[config.mk]
export PLATFORM = sky130hd
export DESIGN_NAME = glyph_rasterizer_5x7_top
export DESIGN_NICKNAME = d
export VERILOG_FILES = /design/src/hdl/gr57_pkg.sv /design/src/hdl/glyph_rasterizer_5x7_top.sv /design/src/hdl/gr57_front.sv /design/src/hdl/gr57_fifo.sv /design/src/hdl/gr57_back.sv
export SDC_FILE = /design/constraint.sdc
export NUM_CORES = 1
export LEC_CHECK = 0
export ABC_AREA = 1
export ABC_CLOCK_PERIOD_IN_PS = 6450
export BUFFER_PORTS_ARGS = -buffer_cell sky130_fd_sc_hd__buf_2
export CAP_MARGIN = 0
export CORE_MARGIN = 2
export CORE_UTILIZATION = 55
export CTS_CLUSTER_DIAMETER = 150
export DETAILED_ROUTE_END_ITERATION = 8
export PLACE_DENSITY = 0.75
export REMOVE_ABC_BUFFERS = 1
export SLEW_MARGIN = 20
export SYNTH_ARGS = -nofsm -noshare
export SYNTH_HDL_FRONTEND = slang
export SYNTH_SLANG_ARGS = --single-unit
[constraint.sdc]
create_clock -name clk_i -period 6.45 [get_ports clk_i]
set_input_delay 0.645 -clock clk_i [delete_from_list [all_inputs] [get_ports clk_i]]
set_output_delay 0.645 -clock clk_i [all_outputs]
set_load 0.05 [all_outputs]
[src/hdl/gr57_pkg.sv]
// Shared types, constants, font table and character lookup for the 5x7 glyph rasterizer.
package gr57_pkg;

  localparam int GlyphRows  = 7;
  localparam int GlyphCols  = 5;
  localparam int GlyphCount = 30;
  localparam int FifoDepth  = 4;
  localparam int FifoPtrW   = $clog2(FifoDepth);
  localparam int FifoCntW   = FifoPtrW + 1;

  localparam logic [2:0] LastRow = 3'(GlyphRows - 1);

  typedef logic [4:0] glyph_idx_t;
  typedef logic [2:0] row_idx_t;
  typedef logic [GlyphCols-1:0] row_bits_t;

  // One character job as it waits between the front end and the scanner.
  typedef struct packed {
    logic [7:0] ink_color;
    glyph_idx_t glyph;
    logic [7:0] origin_y;
    logic [7:0] origin_x;
  } job_t;

  typedef struct packed {
    logic       hit;
    glyph_idx_t idx;
  } glyph_sel_t;

  // Bit 4 of each row is the leftmost column; row 0 is the top row.
  localparam row_bits_t FONT_ROM [GlyphCount][GlyphRows] = '{
    '{5'h0E, 5'h11, 5'h11, 5'h1F, 5'h11, 5'h11, 5'h11}, // A
    '{5'h1E, 5'h11, 5'h11, 5'h1E, 5'h11, 5'h11, 5'h1E}, // B
    '{5'h0E, 5'h11, 5'h10, 5'h10, 5'h10, 5'h11, 5'h0E}, // C
    '{5'h1F, 5'h10, 5'h10, 5'h1E, 5'h10, 5'h10, 5'h1F}, // E
    '{5'h0E, 5'h11, 5'h10, 5'h17, 5'h11, 5'h11, 5'h0E}, // G
    '{5'h11, 5'h11, 5'h11, 5'h1F, 5'h11, 5'h11, 5'h11}, // H
    '{5'h1F, 5'h04, 5'h04, 5'h04, 5'h04, 5'h04, 5'h1F}, // I
    '{5'h11, 5'h12, 5'h14, 5'h18, 5'h14, 5'h12, 5'h11}, // K
    '{5'h10, 5'h10, 5'h10, 5'h10, 5'h10, 5'h10, 5'h1F}, // L
    '{5'h11, 5'h1B, 5'h15, 5'h15, 5'h11, 5'h11, 5'h11}, // M
    '{5'h11, 5'h19, 5'h15, 5'h13, 5'h11, 5'h11, 5'h11}, // N
    '{5'h0E, 5'h11, 5'h11, 5'h11, 5'h11, 5'h11, 5'h0E}, // O
    '{5'h1E, 5'h11, 5'h11, 5'h1E, 5'h10, 5'h10, 5'h10}, // P
    '{5'h1E, 5'h11, 5'h11, 5'h1E, 5'h14, 5'h12, 5'h11}, // R
    '{5'h0F, 5'h10, 5'h10, 5'h0E, 5'h01, 5'h01, 5'h1E}, // S
    '{5'h1F, 5'h04, 5'h04, 5'h04, 5'h04, 5'h04, 5'h04}, // T
    '{5'h11, 5'h11, 5'h11, 5'h11, 5'h11, 5'h11, 5'h0E}, // U
    '{5'h11, 5'h11, 5'h11, 5'h11, 5'h11, 5'h0A, 5'h04}, // V
    '{5'h11, 5'h11, 5'h11, 5'h15, 5'h15, 5'h1B, 5'h11}, // W
    '{5'h11, 5'h11, 5'h0A, 5'h04, 5'h0A, 5'h11, 5'h11}, // X
    '{5'h0E, 5'h11, 5'h13, 5'h15, 5'h19, 5'h11, 5'h0E}, // 0
    '{5'h04, 5'h0C, 5'h04, 5'h04, 5'h04, 5'h04, 5'h0E}, // 1
    '{5'h0E, 5'h11, 5'h01, 5'h02, 5'h04, 5'h08, 5'h1F}, // 2
    '{5'h1E, 5'h01, 5'h01, 5'h0E, 5'h01, 5'h01, 5'h1E}, // 3
    '{5'h02, 5'h06, 5'h0A, 5'h12, 5'h1F, 5'h02, 5'h02}, // 4
    '{5'h1F, 5'h10, 5'h10, 5'h1E, 5'h01, 5'h01, 5'h1E}, // 5
    '{5'h0E, 5'h10, 5'h10, 5'h1E, 5'h11, 5'h11, 5'h0E}, // 6
    '{5'h1F, 5'h01, 5'h02, 5'h04, 5'h08, 5'h08, 5'h08}, // 7
    '{5'h0E, 5'h11, 5'h11, 5'h0E, 5'h11, 5'h11, 5'h0E}, // 8
    '{5'h0E, 5'h11, 5'h11, 5'h0F, 5'h01, 5'h01, 5'h0E}  // 9
  };

  // ASCII codes of the characters that have a glyph.
  localparam logic [7:0] ChrZero = 8'h30;
  localparam logic [7:0] ChrNine = 8'h39;
  localparam logic [7:0] ChrA = 8'h41;
  localparam logic [7:0] ChrB = 8'h42;
  localparam logic [7:0] ChrC = 8'h43;
  localparam logic [7:0] ChrE = 8'h45;
  localparam logic [7:0] ChrG = 8'h47;
  localparam logic [7:0] ChrH = 8'h48;
  localparam logic [7:0] ChrI = 8'h49;
  localparam logic [7:0] ChrK = 8'h4B;
  localparam logic [7:0] ChrL = 8'h4C;
  localparam logic [7:0] ChrM = 8'h4D;
  localparam logic [7:0] ChrN = 8'h4E;
  localparam logic [7:0] ChrO = 8'h4F;
  localparam logic [7:0] ChrP = 8'h50;
  localparam logic [7:0] ChrR = 8'h52;
  localparam logic [7:0] ChrS = 8'h53;
  localparam logic [7:0] ChrT = 8'h54;
  localparam logic [7:0] ChrU = 8'h55;
  localparam logic [7:0] ChrV = 8'h56;
  localparam logic [7:0] ChrW = 8'h57;
  localparam logic [7:0] ChrX = 8'h58;

  localparam glyph_idx_t DigitBase = 5'd20;

  // Map a character code to its font table row; hit is low for codes without a glyph.
  function automatic glyph_sel_t glyph_lookup(input logic [7:0] code);
    glyph_sel_t sel;
    sel.hit = 1'b1;
    sel.idx = '0;
    if (code inside {[ChrZero:ChrNine]}) begin
      sel.idx = DigitBase + 5'(code - ChrZero);
    end else begin
      case (code)
        ChrA: sel.idx = 5'd0;
        ChrB: sel.idx = 5'd1;
        ChrC: sel.idx = 5'd2;
        ChrE: sel.idx = 5'd3;
        ChrG: sel.idx = 5'd4;
        ChrH: sel.idx = 5'd5;
        ChrI: sel.idx = 5'd6;
        ChrK: sel.idx = 5'd7;
        ChrL: sel.idx = 5'd8;
        ChrM: sel.idx = 5'd9;
        ChrN: sel.idx = 5'd10;
        ChrO: sel.idx = 5'd11;
        ChrP: sel.idx = 5'd12;
        ChrR: sel.idx = 5'd13;
        ChrS: sel.idx = 5'd14;
        ChrT: sel.idx = 5'd15;
        ChrU: sel.idx = 5'd16;
        ChrV: sel.idx = 5'd17;
        ChrW: sel.idx = 5'd18;
        ChrX: sel.idx = 5'd19;
        default: sel.hit = 1'b0;
      endcase
    end
    return sel;
  endfunction

  // One row of a glyph; out-of-range indexes read as a blank row.
  function automatic row_bits_t font_row(input glyph_idx_t glyph, input row_idx_t row);
    row_bits_t bits;
    bits = '0;
    if ((32'(glyph) < GlyphCount) && (32'(row) < GlyphRows)) begin
      bits = FONT_ROM[glyph][row];
    end
    return bits;
  endfunction

endpackage

[src/hdl/glyph_rasterizer_5x7_top.sv]
// Top level of the 5x7 glyph rasterizer: front end, job queue and glyph scanner.
//
// Each input word names a character, the origin of its 5x7 cell and an ink
// color; the block answers with one pixel word per lit font bit, in row order
// top to bottom and left to right within a row, and raises tlast on the final
// pixel of the character. Coordinates wrap modulo 256. Characters without a
// glyph (anything but A B C E G H I K L M N O P R S T U V W X and 0 to 9) are
// accepted and produce no pixels. The scanner emits exactly one pixel per
// cycle while the output is taken; each glyph has from 10 up to 20 lit bits,
// and consecutive queued characters follow with no gap; the pixel rate is set
// by the single-pixel output register of the scanner. A four-entry job queue
// separates the front end from the scanner, so new characters keep being
// accepted while a glyph is still being drawn or while a finished pixel waits
// for the consumer. An accepted character is written into the queue, loaded
// into the scanner's job and row registers, then registered as its first pixel
// word. No configuration registers; only the queue and scanner hold state.
module glyph_rasterizer_5x7_top
  import gr57_pkg::*;
(
  input  logic        clk_i,
  input  logic        rst_ni,
  input  logic        s_axis_tvalid_i,
  output logic        s_axis_tready_o,
  // origin_x [7:0], origin_y [15:8], char_code [23:16], ink_color [31:24]
  input  logic [31:0] s_axis_tdata_i,
  output logic        m_axis_tvalid_o,
  input  logic        m_axis_tready_i,
  // pixel_x [7:0], pixel_y [15:8], pixel_color [23:16]
  output logic [23:0] m_axis_tdata_o,
  // last_pixel
  output logic        m_axis_tlast_o
);

  logic push, queue_ready, job_valid, pop;
  job_t push_job, head_job;

  // The front end classifies each word and drops characters with no glyph.
  gr57_front u_front (
    .s_axis_tvalid_i (s_axis_tvalid_i),
    .s_axis_tready_o (s_axis_tready_o),
    .s_axis_tdata_i  (s_axis_tdata_i),
    .push_o          (push),
    .job_o           (push_job),
    .queue_ready_i   (queue_ready)
  );

  // The queue lets the front end keep accepting while the scanner is busy.
  gr57_fifo u_fifo (
    .clk_i       (clk_i),
    .rst_ni      (rst_ni),
    .push_i      (push),
    .push_data_i (push_job),
    .ready_o     (queue_ready),
    .valid_o     (job_valid),
    .pop_data_o  (head_job),
    .pop_i       (pop)
  );

  // The scanner pops the next job when idle or on the cycle it registers the last pixel.
  gr57_back u_back (
    .clk_i           (clk_i),
    .rst_ni          (rst_ni),
    .job_valid_i     (job_valid),
    .job_i           (head_job),
    .pop_o           (pop),
    .m_axis_tvalid_o (m_axis_tvalid_o),
    .m_axis_tready_i (m_axis_tready_i),
    .m_axis_tdata_o  (m_axis_tdata_o),
    .m_axis_tlast_o  (m_axis_tlast_o)
  );

endmodule

[src/hdl/gr57_front.sv]
// Front end: accepts character words, looks up the glyph and queues drawable characters.
module gr57_front
  import gr57_pkg::*;
(
  input  logic        s_axis_tvalid_i,
  output logic        s_axis_tready_o,
  input  logic [31:0] s_axis_tdata_i,
  output logic        push_o,
  output job_t        job_o,
  input  logic        queue_ready_i
);

  glyph_sel_t sel;

  assign sel = glyph_lookup(s_axis_tdata_i[23:16]);

  // A word is taken whenever the queue has room; characters without a glyph
  // are consumed here and never reach the scanner.
  assign s_axis_tready_o = queue_ready_i;
  assign push_o          = s_axis_tvalid_i && queue_ready_i && sel.hit;

  assign job_o.origin_x  = s_axis_tdata_i[7:0];
  assign job_o.origin_y  = s_axis_tdata_i[15:8];
  assign job_o.glyph     = sel.idx;
  assign job_o.ink_color = s_axis_tdata_i[31:24];

endmodule

[src/hdl/gr57_fifo.sv]
// Small job queue between the front end and the glyph scanner.
module gr57_fifo
  import gr57_pkg::*;
(
  input  logic clk_i,
  input  logic rst_ni,
  input  logic push_i,
  input  job_t push_data_i,
  output logic ready_o,
  output logic valid_o,
  output job_t pop_data_o,
  input  logic pop_i
);

  job_t                mem_q [FifoDepth];
  logic [FifoPtrW-1:0] wr_ptr_q, wr_ptr_d;
  logic [FifoPtrW-1:0] rd_ptr_q, rd_ptr_d;
  logic [FifoCntW-1:0] count_q, count_d;
  logic                do_push, do_pop;

  assign ready_o    = count_q != FifoCntW'(FifoDepth);
  assign valid_o    = count_q != '0;
  assign pop_data_o = mem_q[rd_ptr_q];

  assign do_push = push_i && ready_o;
  assign do_pop  = pop_i && valid_o;

  always_comb begin
    wr_ptr_d = do_push ? wr_ptr_q + 1'b1 : wr_ptr_q;
    rd_ptr_d = do_pop ? rd_ptr_q + 1'b1 : rd_ptr_q;
    count_d  = count_q;
    if (do_push && !do_pop) begin
      count_d = count_q + 1'b1;
    end else if (!do_push && do_pop) begin
      count_d = count_q - 1'b1;
    end
  end

  always_ff @(posedge clk_i or negedge rst_ni) begin
    if (!rst_ni) begin
      wr_ptr_q <= '0;
      rd_ptr_q <= '0;
      count_q  <= '0;
    end else begin
      wr_ptr_q <= wr_ptr_d;
      rd_ptr_q <= rd_ptr_d;
      count_q  <= count_d;
    end
  end

  always_ff @(posedge clk_i) begin
    if (do_push) begin
      mem_q[wr_ptr_q] <= push_data_i;
    end
  end

`ifndef SYNTHESIS
  a_count_bound: assert property (@(posedge clk_i) disable iff (!rst_ni)
    count_q <= FifoCntW'(FifoDepth))
    else $error("queue fill count beyond its depth");

  a_ptr_track: assert property (@(posedge clk_i) disable iff (!rst_ni)
    (count_q == '0 || count_q == FifoCntW'(FifoDepth)) |-> wr_ptr_q == rd_ptr_q)
    else $error("queue pointers disagree with fill count");
`endif

endmodule

[src/hdl/gr57_back.sv]
// Glyph scanner: walks the lit bits of a queued glyph and emits one pixel word per cycle while the output is taken.
module gr57_back
  import gr57_pkg::*;
(
  input  logic        clk_i,
  input  logic        rst_ni,
  input  logic        job_valid_i,
  input  job_t        job_i,
  output logic        pop_o,
  output logic        m_axis_tvalid_o,
  input  logic        m_axis_tready_i,
  output logic [23:0] m_axis_tdata_o,
  output logic        m_axis_tlast_o
);

  logic       busy_q, busy_d;
  row_idx_t   row_q, row_d;
  row_bits_t  mask_q, mask_d;
  job_t       job_q, job_d;

  logic       out_valid_q, out_valid_d;
  logic [7:0] px_q, px_d, py_q, py_d, pc_q, pc_d;
  logic       last_q, last_d;

  row_bits_t  sel;
  row_bits_t  mask_rest;
  logic [2:0] col;
  logic       row_done, last_pix, adv, take;

  // Leftmost remaining lit column of the current row.
  always_comb begin
    case (mask_q) inside
      5'b1????: begin col = 3'd0; sel = 5'b10000; end
      5'b01???: begin col = 3'd1; sel = 5'b01000; end
      5'b001??: begin col = 3'd2; sel = 5'b00100; end
      5'b0001?: begin col = 3'd3; sel = 5'b00010; end
      5'b00001: begin col = 3'd4; sel = 5'b00001; end
      default:  begin col = 3'd0; sel = 5'b00000; end
    endcase
  end

  assign mask_rest = mask_q & ~sel;
  assign row_done  = mask_rest == '0;
  assign last_pix  = row_done && (row_q == LastRow);
  assign adv       = busy_q && (!out_valid_q || m_axis_tready_i);
  assign take      = job_valid_i && (!busy_q || (adv && last_pix));
  assign pop_o     = take;

  always_comb begin
    busy_d = busy_q;
    row_d  = row_q;
    mask_d = mask_q;
    job_d  = job_q;
    if (take) begin
      busy_d = 1'b1;
      job_d  = job_i;
      row_d  = '0;
      mask_d = font_row(job_i.glyph, '0);
    end else if (adv) begin
      if (last_pix) begin
        busy_d = 1'b0;
      end else if (row_done) begin
        row_d  = row_q + 1'b1;
        mask_d = font_row(job_q.glyph, row_q + 1'b1);
      end else begin
        mask_d = mask_rest;
      end
    end
  end

  always_comb begin
    out_valid_d = out_valid_q;
    px_d        = px_q;
    py_d        = py_q;
    pc_d        = pc_q;
    last_d      = last_q;
    if (adv) begin
      out_valid_d = 1'b1;
      px_d        = job_q.origin_x + 8'(col);
      py_d        = job_q.origin_y + 8'(row_q);
      pc_d        = job_q.ink_color;
      last_d      = last_pix;
    end else if (m_axis_tready_i) begin
      out_valid_d = 1'b0;
    end
  end

  always_ff @(posedge clk_i or negedge rst_ni) begin
    if (!rst_ni) begin
      busy_q      <= 1'b0;
      out_valid_q <= 1'b0;
    end else begin
      busy_q      <= busy_d;
      out_valid_q <= out_valid_d;
    end
  end

  always_ff @(posedge clk_i) begin
    row_q  <= row_d;
    mask_q <= mask_d;
    job_q  <= job_d;
    px_q   <= px_d;
    py_q   <= py_d;
    pc_q   <= pc_d;
    last_q <= last_d;
  end

  assign m_axis_tvalid_o = out_valid_q;
  assign m_axis_tdata_o  = {pc_q, py_q, px_q};
  assign m_axis_tlast_o  = last_q;

`ifndef SYNTHESIS
  a_busy_has_bits: assert property (@(posedge clk_i) disable iff (!rst_ni)
    busy_q |-> mask_q != '0)
    else $error("scanner busy on an empty row");

  a_row_range: assert property (@(posedge clk_i) disable iff (!rst_ni)
    busy_q |-> row_q <= LastRow)
    else $error("scanner row beyond the glyph cell");
`endif

endmodule

### Word-level counts from Yosys, hierarchy flattened

Memory sizes are Yosys's and may differ from the RTL's.
Index checks and enable logic that the tools add are counted.

| cells by class | value |
|---|---|
| add/subtract/negate cells | 9 |
| order comparisons | 8 |
| equality and inequality tests | 27 |
| mux-type cells | 36 |
| bitwise operators | 6 |
| reductions and logical operators | 28 |

Operators by type and width:

| cell | count |
|---|---|
| 8-bit by 7-bit equality test with 1-bit output (second input constant) | 20 |
| 35-bit two-way mux | 4 |
| 5-bit case mux with 19 select lines | 1 |
| 5-bit two-way mux | 12 |
| 3-bit two-way mux | 7 |
| 20-bit OR reduction | 1 |
| 8-bit by 3-bit adder with 8-bit output | 2 |
| 5-bit binary-select mux with 3-bit select | 1 |
| 6-bit greater-or-equal comparator (second input constant) | 2 |
| 1-bit logical AND | 12 |
| 5-bit inverter with 6-bit output | 2 |
| 5-bit less-than comparator (second input constant) | 2 |
| 1-bit two-way mux | 10 |
| 8-bit by 6-bit greater-or-equal comparator with 1-bit output (second input constant) | 1 |
| 8-bit by 6-bit less-or-equal comparator with 1-bit output (second input constant) | 1 |
| 2-bit nonzero test | 4 |
| 3-bit by 1-bit adder with 3-bit output (second input constant) | 2 |
| 5-bit adder (first input constant) | 1 |
| 5-bit bitwise AND | 1 |
| 5-bit by 1-bit equality test with 1-bit output (second input constant) | 1 |
| 5-bit zero test | 1 |
| 5-bit inverter | 1 |
| 5-bit subtractor (second input constant) | 1 |
| 2-bit by 1-bit adder with 2-bit output (second input constant) | 2 |
| 17 further kinds | 22 |

| word-level totals | value |
|---|---|
| bits in registers | 71 |
| memory bits (writable) | 116 |
| memory bits (read-only) | 2240 |
| input bits | 36 |
| logic and storage cells | 132 |
| memories | 3 |

Memories:

| name | depth | bits a word | read ports | clocked after memory_dff | wr ports | RTL line | source |
|---|---|---|---|---|---|---|---|
| (name not given) | 32 | 35 | 1 | 0 | 0 | gr57_pkg.sv:130 | `bits = FONT_ROM[glyph][row];` |
| (name not given) | 32 | 35 | 1 | 0 | 0 | gr57_pkg.sv:130 |  |
| u_fifo.mem_q | 4 | 29 | 1 | 0 | 1 | gr57_fifo.sv:15 | `job_t mem_q [FifoDepth];` |

### Longest topological paths before layout

| logic depth | value |
|---|---|
| depth after elaboration | 17 |
| mapped depth | 17 |
| mapped depth without buffers | 17 |

### Modules after synthesis

A second synthesis with hierarchy kept.

| second synthesis, totals | value |
|---|---|
| cell total of the unflattened synthesis | 1015 |
| area total of the unflattened synthesis | 9924.5 µm² |

Modules (own cells, without submodules):

| module | instances | cells each | area each (µm²) | sequential area each (µm²) |
|---|---|---|---|---|
| gr57_fifo | 1 | 397 | 5171.2 | 3658.5 |
| gr57_back | 1 | 510 | 4125.2 | 1881.8 |
| gr57_front | 1 | 108 | 628.1 | 0.0 |

### Least setup slack after synthesis

OpenSTA, ideal clock, no wires.

| timing path | value |
|---|---|
| path kind | input -> register |
| start | input port s_axis_tdata_i[18] |
| end | memory u_fifo.mem_q[0][0] (netlist name) (enable) |
| setup time | 0.415 ns |
| data arrival time | 2.846 ns |
| setup slack | 3.189 ns |
| stages on the path | 8 |
| buffers on the path | 0 |
| path through | inv_1 > ha_1 > nand2_1 > a221oi_2 > nor2_1 > nand3_2 > nand2_2 > nor2_1 |

| between the ends | value |
|---|---|
| cells in the longest elaborated chain, start to end | 8 |
| elaborated cells between the ends (all ways) | 30 |
| those cells by class | order compare: 2; eq/ne: 20; mux: 4; reduce/logical: 4 |

RTL lines:

| element | RTL line | source |
|---|---|---|
| from (decl) | glyph_rasterizer_5x7_top.sv:25 | `input logic [31:0] s_axis_tdata_i,` |
| 8-bit by 7-bit equality test with 1-bit output | gr57_pkg.sv:98 | `case (code)` |
| 20-bit OR reduction (no line) | n/a |  |
| 1-bit two-way mux | gr57_pkg.sv:98 |  |
| 1-bit two-way mux (*) | gr57_pkg.sv:95 | `if (code inside {[ChrZero:ChrNine]}) begin` |
| 1-bit logical AND (*) | gr57_front.sv:20 | `assign push_o = s_axis_tvalid_i && queue_ready_i && sel.hit;` |
| 1-bit logical AND (*) | gr57_fifo.sv:25 | `assign do_push = push_i && ready_o;` |
| 1-bit two-way mux (*) | gr57_fifo.sv:52 | `if (do_push) begin` |
| 1-bit two-way mux (implied by the code) (*) | gr57_fifo.sv:53 | `mem_q[wr_ptr_q] <= push_data_i;` |
| to (decl) | gr57_fifo.sv:15 |  |

Every way passes the cells marked *; elsewhere a longest branch is shown, timed or not.

### Worst setup path after layout

| timing path | value |
|---|---|
| start | register u_back.row_q[0] |
| end | register u_fifo.count_q[2] |

| between the ends | value |
|---|---|
| cells in the longest elaborated chain, start to end | 9 |
| elaborated cells between the ends (all ways) | 11 |
| those cells by class | eq/ne: 1; mux: 1; reduce/logical: 9 |

RTL lines:

| element | RTL line | source |
|---|---|---|
| from (decl) | gr57_back.sv:17 | `row_idx_t row_q, row_d;` |
| from (signal assigned) | gr57_back.sv:99 | `row_q <= row_d;` |
| 3-bit equality test (*) | gr57_back.sv:44 | `assign last_pix = row_done && (row_q == LastRow);` |
| 1-bit logical AND (*) | gr57_back.sv:44 |  |
| 1-bit logical AND (*) | gr57_back.sv:46 | `assign take = job_valid_i && (!busy_q \|\| (adv && last_pix));` |
| 1-bit logical OR (*) | gr57_back.sv:46 |  |
| 1-bit logical AND (*) | gr57_back.sv:46 |  |
| 1-bit logical AND (*) | gr57_fifo.sv:26 | `assign do_pop = pop_i && valid_o;` |
| 1-bit zero test | gr57_fifo.sv:32 | `if (do_push && !do_pop) begin` |
| 1-bit logical AND | gr57_fifo.sv:32 |  |
| 3-bit two-way mux or 2-bit nonzero test (tied branches) | n/a |  |
| to (signal assigned) | gr57_fifo.sv:47 | `count_q <= count_d;` |
| to (decl) | gr57_fifo.sv:18 | `logic [FifoCntW-1:0] count_q, count_d;` |

Marked as above.
A chain may end at the register's enable or synchronous reset.

==> results.toml <==
[logic_synthesis]
synthCells = 910
synth-seq-cells = 187
ys_seq_area_share_pct = 59.8
yosysTopAreaCell = "edfxtp_1"
synth_area_leaders = "edfxtp_1, nand2_1, nor2_1"
synth-edff-count = 175
synth_top_cells_by_count = "nand2_1, edfxtp_1, nor2_1"
synth_flop_cell = "edfxtp_1"
avgSynthCellArea_um2 = 10.2
synthArstFlopShare_pct = 4.81
synth_most_common_cell = "nand2_1"
synthDistinctLibCells = 44
netlist.area_leader.share_pct = 56.7
synth_area_um2 = 9270
yosys_warnings = 0

[clock_tree]
cts_tree = "done"
cts.htree.levels = 4
postCtsSetupBuffers = 0
cts_sinks = 187
postCtsHoldBufs = 0
clk_pin_slew_ps = 80
ctsResizeCount = 0
cts-root-buf = "clkbuf_16"
clkLatencyLatePin_ps = 430
numCtsBuffers = 17
ctsLongestPathBuffers = 2

[routing]
wl_met2_um = 9240
firstDrtPassIters = 5
via_count = 6669
avgRoutedWirePerCell_um = 16.1
routed.top_layer = "met4"
routed_via_density = 5.57
drt_iter0_drc = 689
wl_met1_um = 8320
postRouteAntennaNets = 0
drcViolationCount = 0
wl_um = 19300
wl_met3_um = 1210

[timing]
relSlewSlack_pct = 28.2
slew_viol_final = 0
period_minus_slack_ps = 3050
setup_viol = 0
finalSetupTns_ps = 0
fin_ws_ps = 3400
whs_ps = 62.8
max_freq_mhz = 328
finalCritPeriodShare_pct = 47.2
tightest_slew_ps = 1070
skew_ps = 10.2
rsz0062_at_grt = "false"
hold_violations = 0

[final_layout]
diodes = 0
layout.nets = 1031
drive_above_1_share_pct = 16.4
area_growth_pct = 11.5

[floorplanning]
dieArea_um2 = 17900
initial_core_util_pct = 56.1
dieHeight_um = 134
core_area_um2 = 16500
die_w_um = 134
ioPinCount = 63
rows = 47

[status]
status = "finished clean"

[worst_setup_path]
critPathRequiredTime_ps = 6760
end_kind = "flop"
critPathMaxFanout = 18
arrival_ps = 3350
critPathKind = "reg2reg"
startpoint_type = "flop"

[power]
ir_worst_vdd_mv = 0.218
powerDensity_nw_per_um2 = 369
p_leak_nw = 4.13

[placed_design]
hpwl_um = 12900
gp_congestion = 0.952
post-place-ws_ps = 3070
port_buffers = 62

[global_routing]
grtUsageTotal_pct = 22.4
first_global_vias = 6337
grt_pass1_wl_um = 31400
gr-total-overflow = 0
grt_max_degree = 61
antenna_found_initial = 0

[worst_hold_path]
hold_path_class = "in2async"

[job]
cap_violations = 0
[where the power goes]
group          switching, mW  internal (mW)  total [mW]
combinational          0.865          0.372        1.24
clock                  0.490          0.526        1.02
sequential            0.0789           1.48        1.56
total                   1.43           2.38        3.81
[kinds of logic after synthesis]
| kind of cell | share of synthesized area (%) |
|---|---|
| xor gates and xnor gates | 1.61 |
| and+or+nand+nor | 19.2 |
| adders and majority gates | 4.29 |
| AOI/OAI and AO/OA | 9.86 |
| muxes | 0.122 |
| buffers and inverters | 5.16 |
| DFF | 59.8 |
[area by class of cell]
cell class,count,area [um^2]
fill,1322,6190
multi-input combinational,618,3270
tap,220,275
clock inverter,14,171
sequential,187,5540
timing repair buffer,71,378
inverter,70,269
clock buffer,18,429
[metal layers]
metal  vias to the layer above  GRT usage (%)
met5                         -              0
met4                         0           9.22
met3                        51           4.31
met2                       262           36.2
met1                      3094           30.1
li1                       3262              -
[cells in the final DEF, fill, tap and decap left out, drive strengths merged, types with 2 or more instances in the layout]
cell type | synthesis | layout
fa | 3 | 3
edfxtp | 175 | 175
dfxtp | 3 | 3
o211ai | 11 | 11
xnor2 | 8 | 8
a21oi | 35 | 35
a211oi | 2 | 2
a21boi | 3 | 3
o22ai | 25 | 25
clkinv | 1 | 7
nand2 | 217 | 217
inv | 69 | 76
a31oi | 2 | 2
clkbuf | 14 | 18
ha | 27 | 27
buf | 21 | 71
nand3 | 70 | 70
nor2 | 111 | 111
o21ai | 81 | 81
dfrtp | 9 | 9
nor3 | 4 | 4
nand4 | 5 | 5
xor2 | 9 | 9
[state kept, by name, indices dropped and copies added (netlist names)]
| signal | cells |
|---|---|
| u_back.m_axis_tlast_o | 1 |
| u_back.busy_q | 1 |
| u_back.mask_q | 5 |
| u_back.m_axis_tvalid_o | 1 |
| u_back.row_q | 3 |
| u_fifo.rd_ptr_q | 2 |
| u_fifo.count_q | 3 |
| u_back.job_q | 29 |
| u_back.px_q | 8 |
| u_fifo.mem_q | 116 |
| u_back.py_q | 8 |
| u_back.pc_q | 8 |
| u_fifo.wr_ptr_q | 2 |
[worst paths after layout]
| path | startpoint | endpoint | slack (ps) | cells past startpoint |
|---|---|---|---|---|
| worst max-delay path | u_back.row_q[0] | u_fifo.count_q[2] | 3400 | 13 |
| worst min-delay path | rst_ni | u_back.m_axis_tvalid_o | 60 | 1 |
| worst max register to register | u_back.row_q[0] | u_fifo.count_q[2] | 3400 | 13 |
| worst min register to register | u_back.job_q[26] | u_back.pc_q[5] | 420 | 0 |
| max in group asynchronous | rst_ni | u_fifo.count_q[1] | 6180 | 1 |
| min in group clk_i | u_back.job_q[26] | u_back.pc_q[5] | 420 | 0 |
[metrics by stage]
step | util [%] | std cells | area, um^2 | power [mW]
after floorplan | - | 875 | 9060 | 2.48
after global placement | 58.9 | 1166 | 9730 | 2.79
after detailed placement | 58.9 | 1166 | 9730 | 2.81
after CTS | 62.5 | 1198 | 10300 | 3.82
after global routing | 62.5 | 1198 | 10300 | 4.05
final | 62.5 | 1198 | 10300 | 3.81
[critical path: stages, from the launching register on]
cell and delay (ps):
dfxtp_1 720, inv_2 310, ha_1 280, nand2_1 120
inv_1 60, nand4_2 90, nand2_2 60, nand2_2 220
ha_1 190, inv_1 70, fa_1 380, a21oi_1 160
o21ai_0 130, xnor2_1 140
No activity file was read; power rests on OpenSTA's default activity.
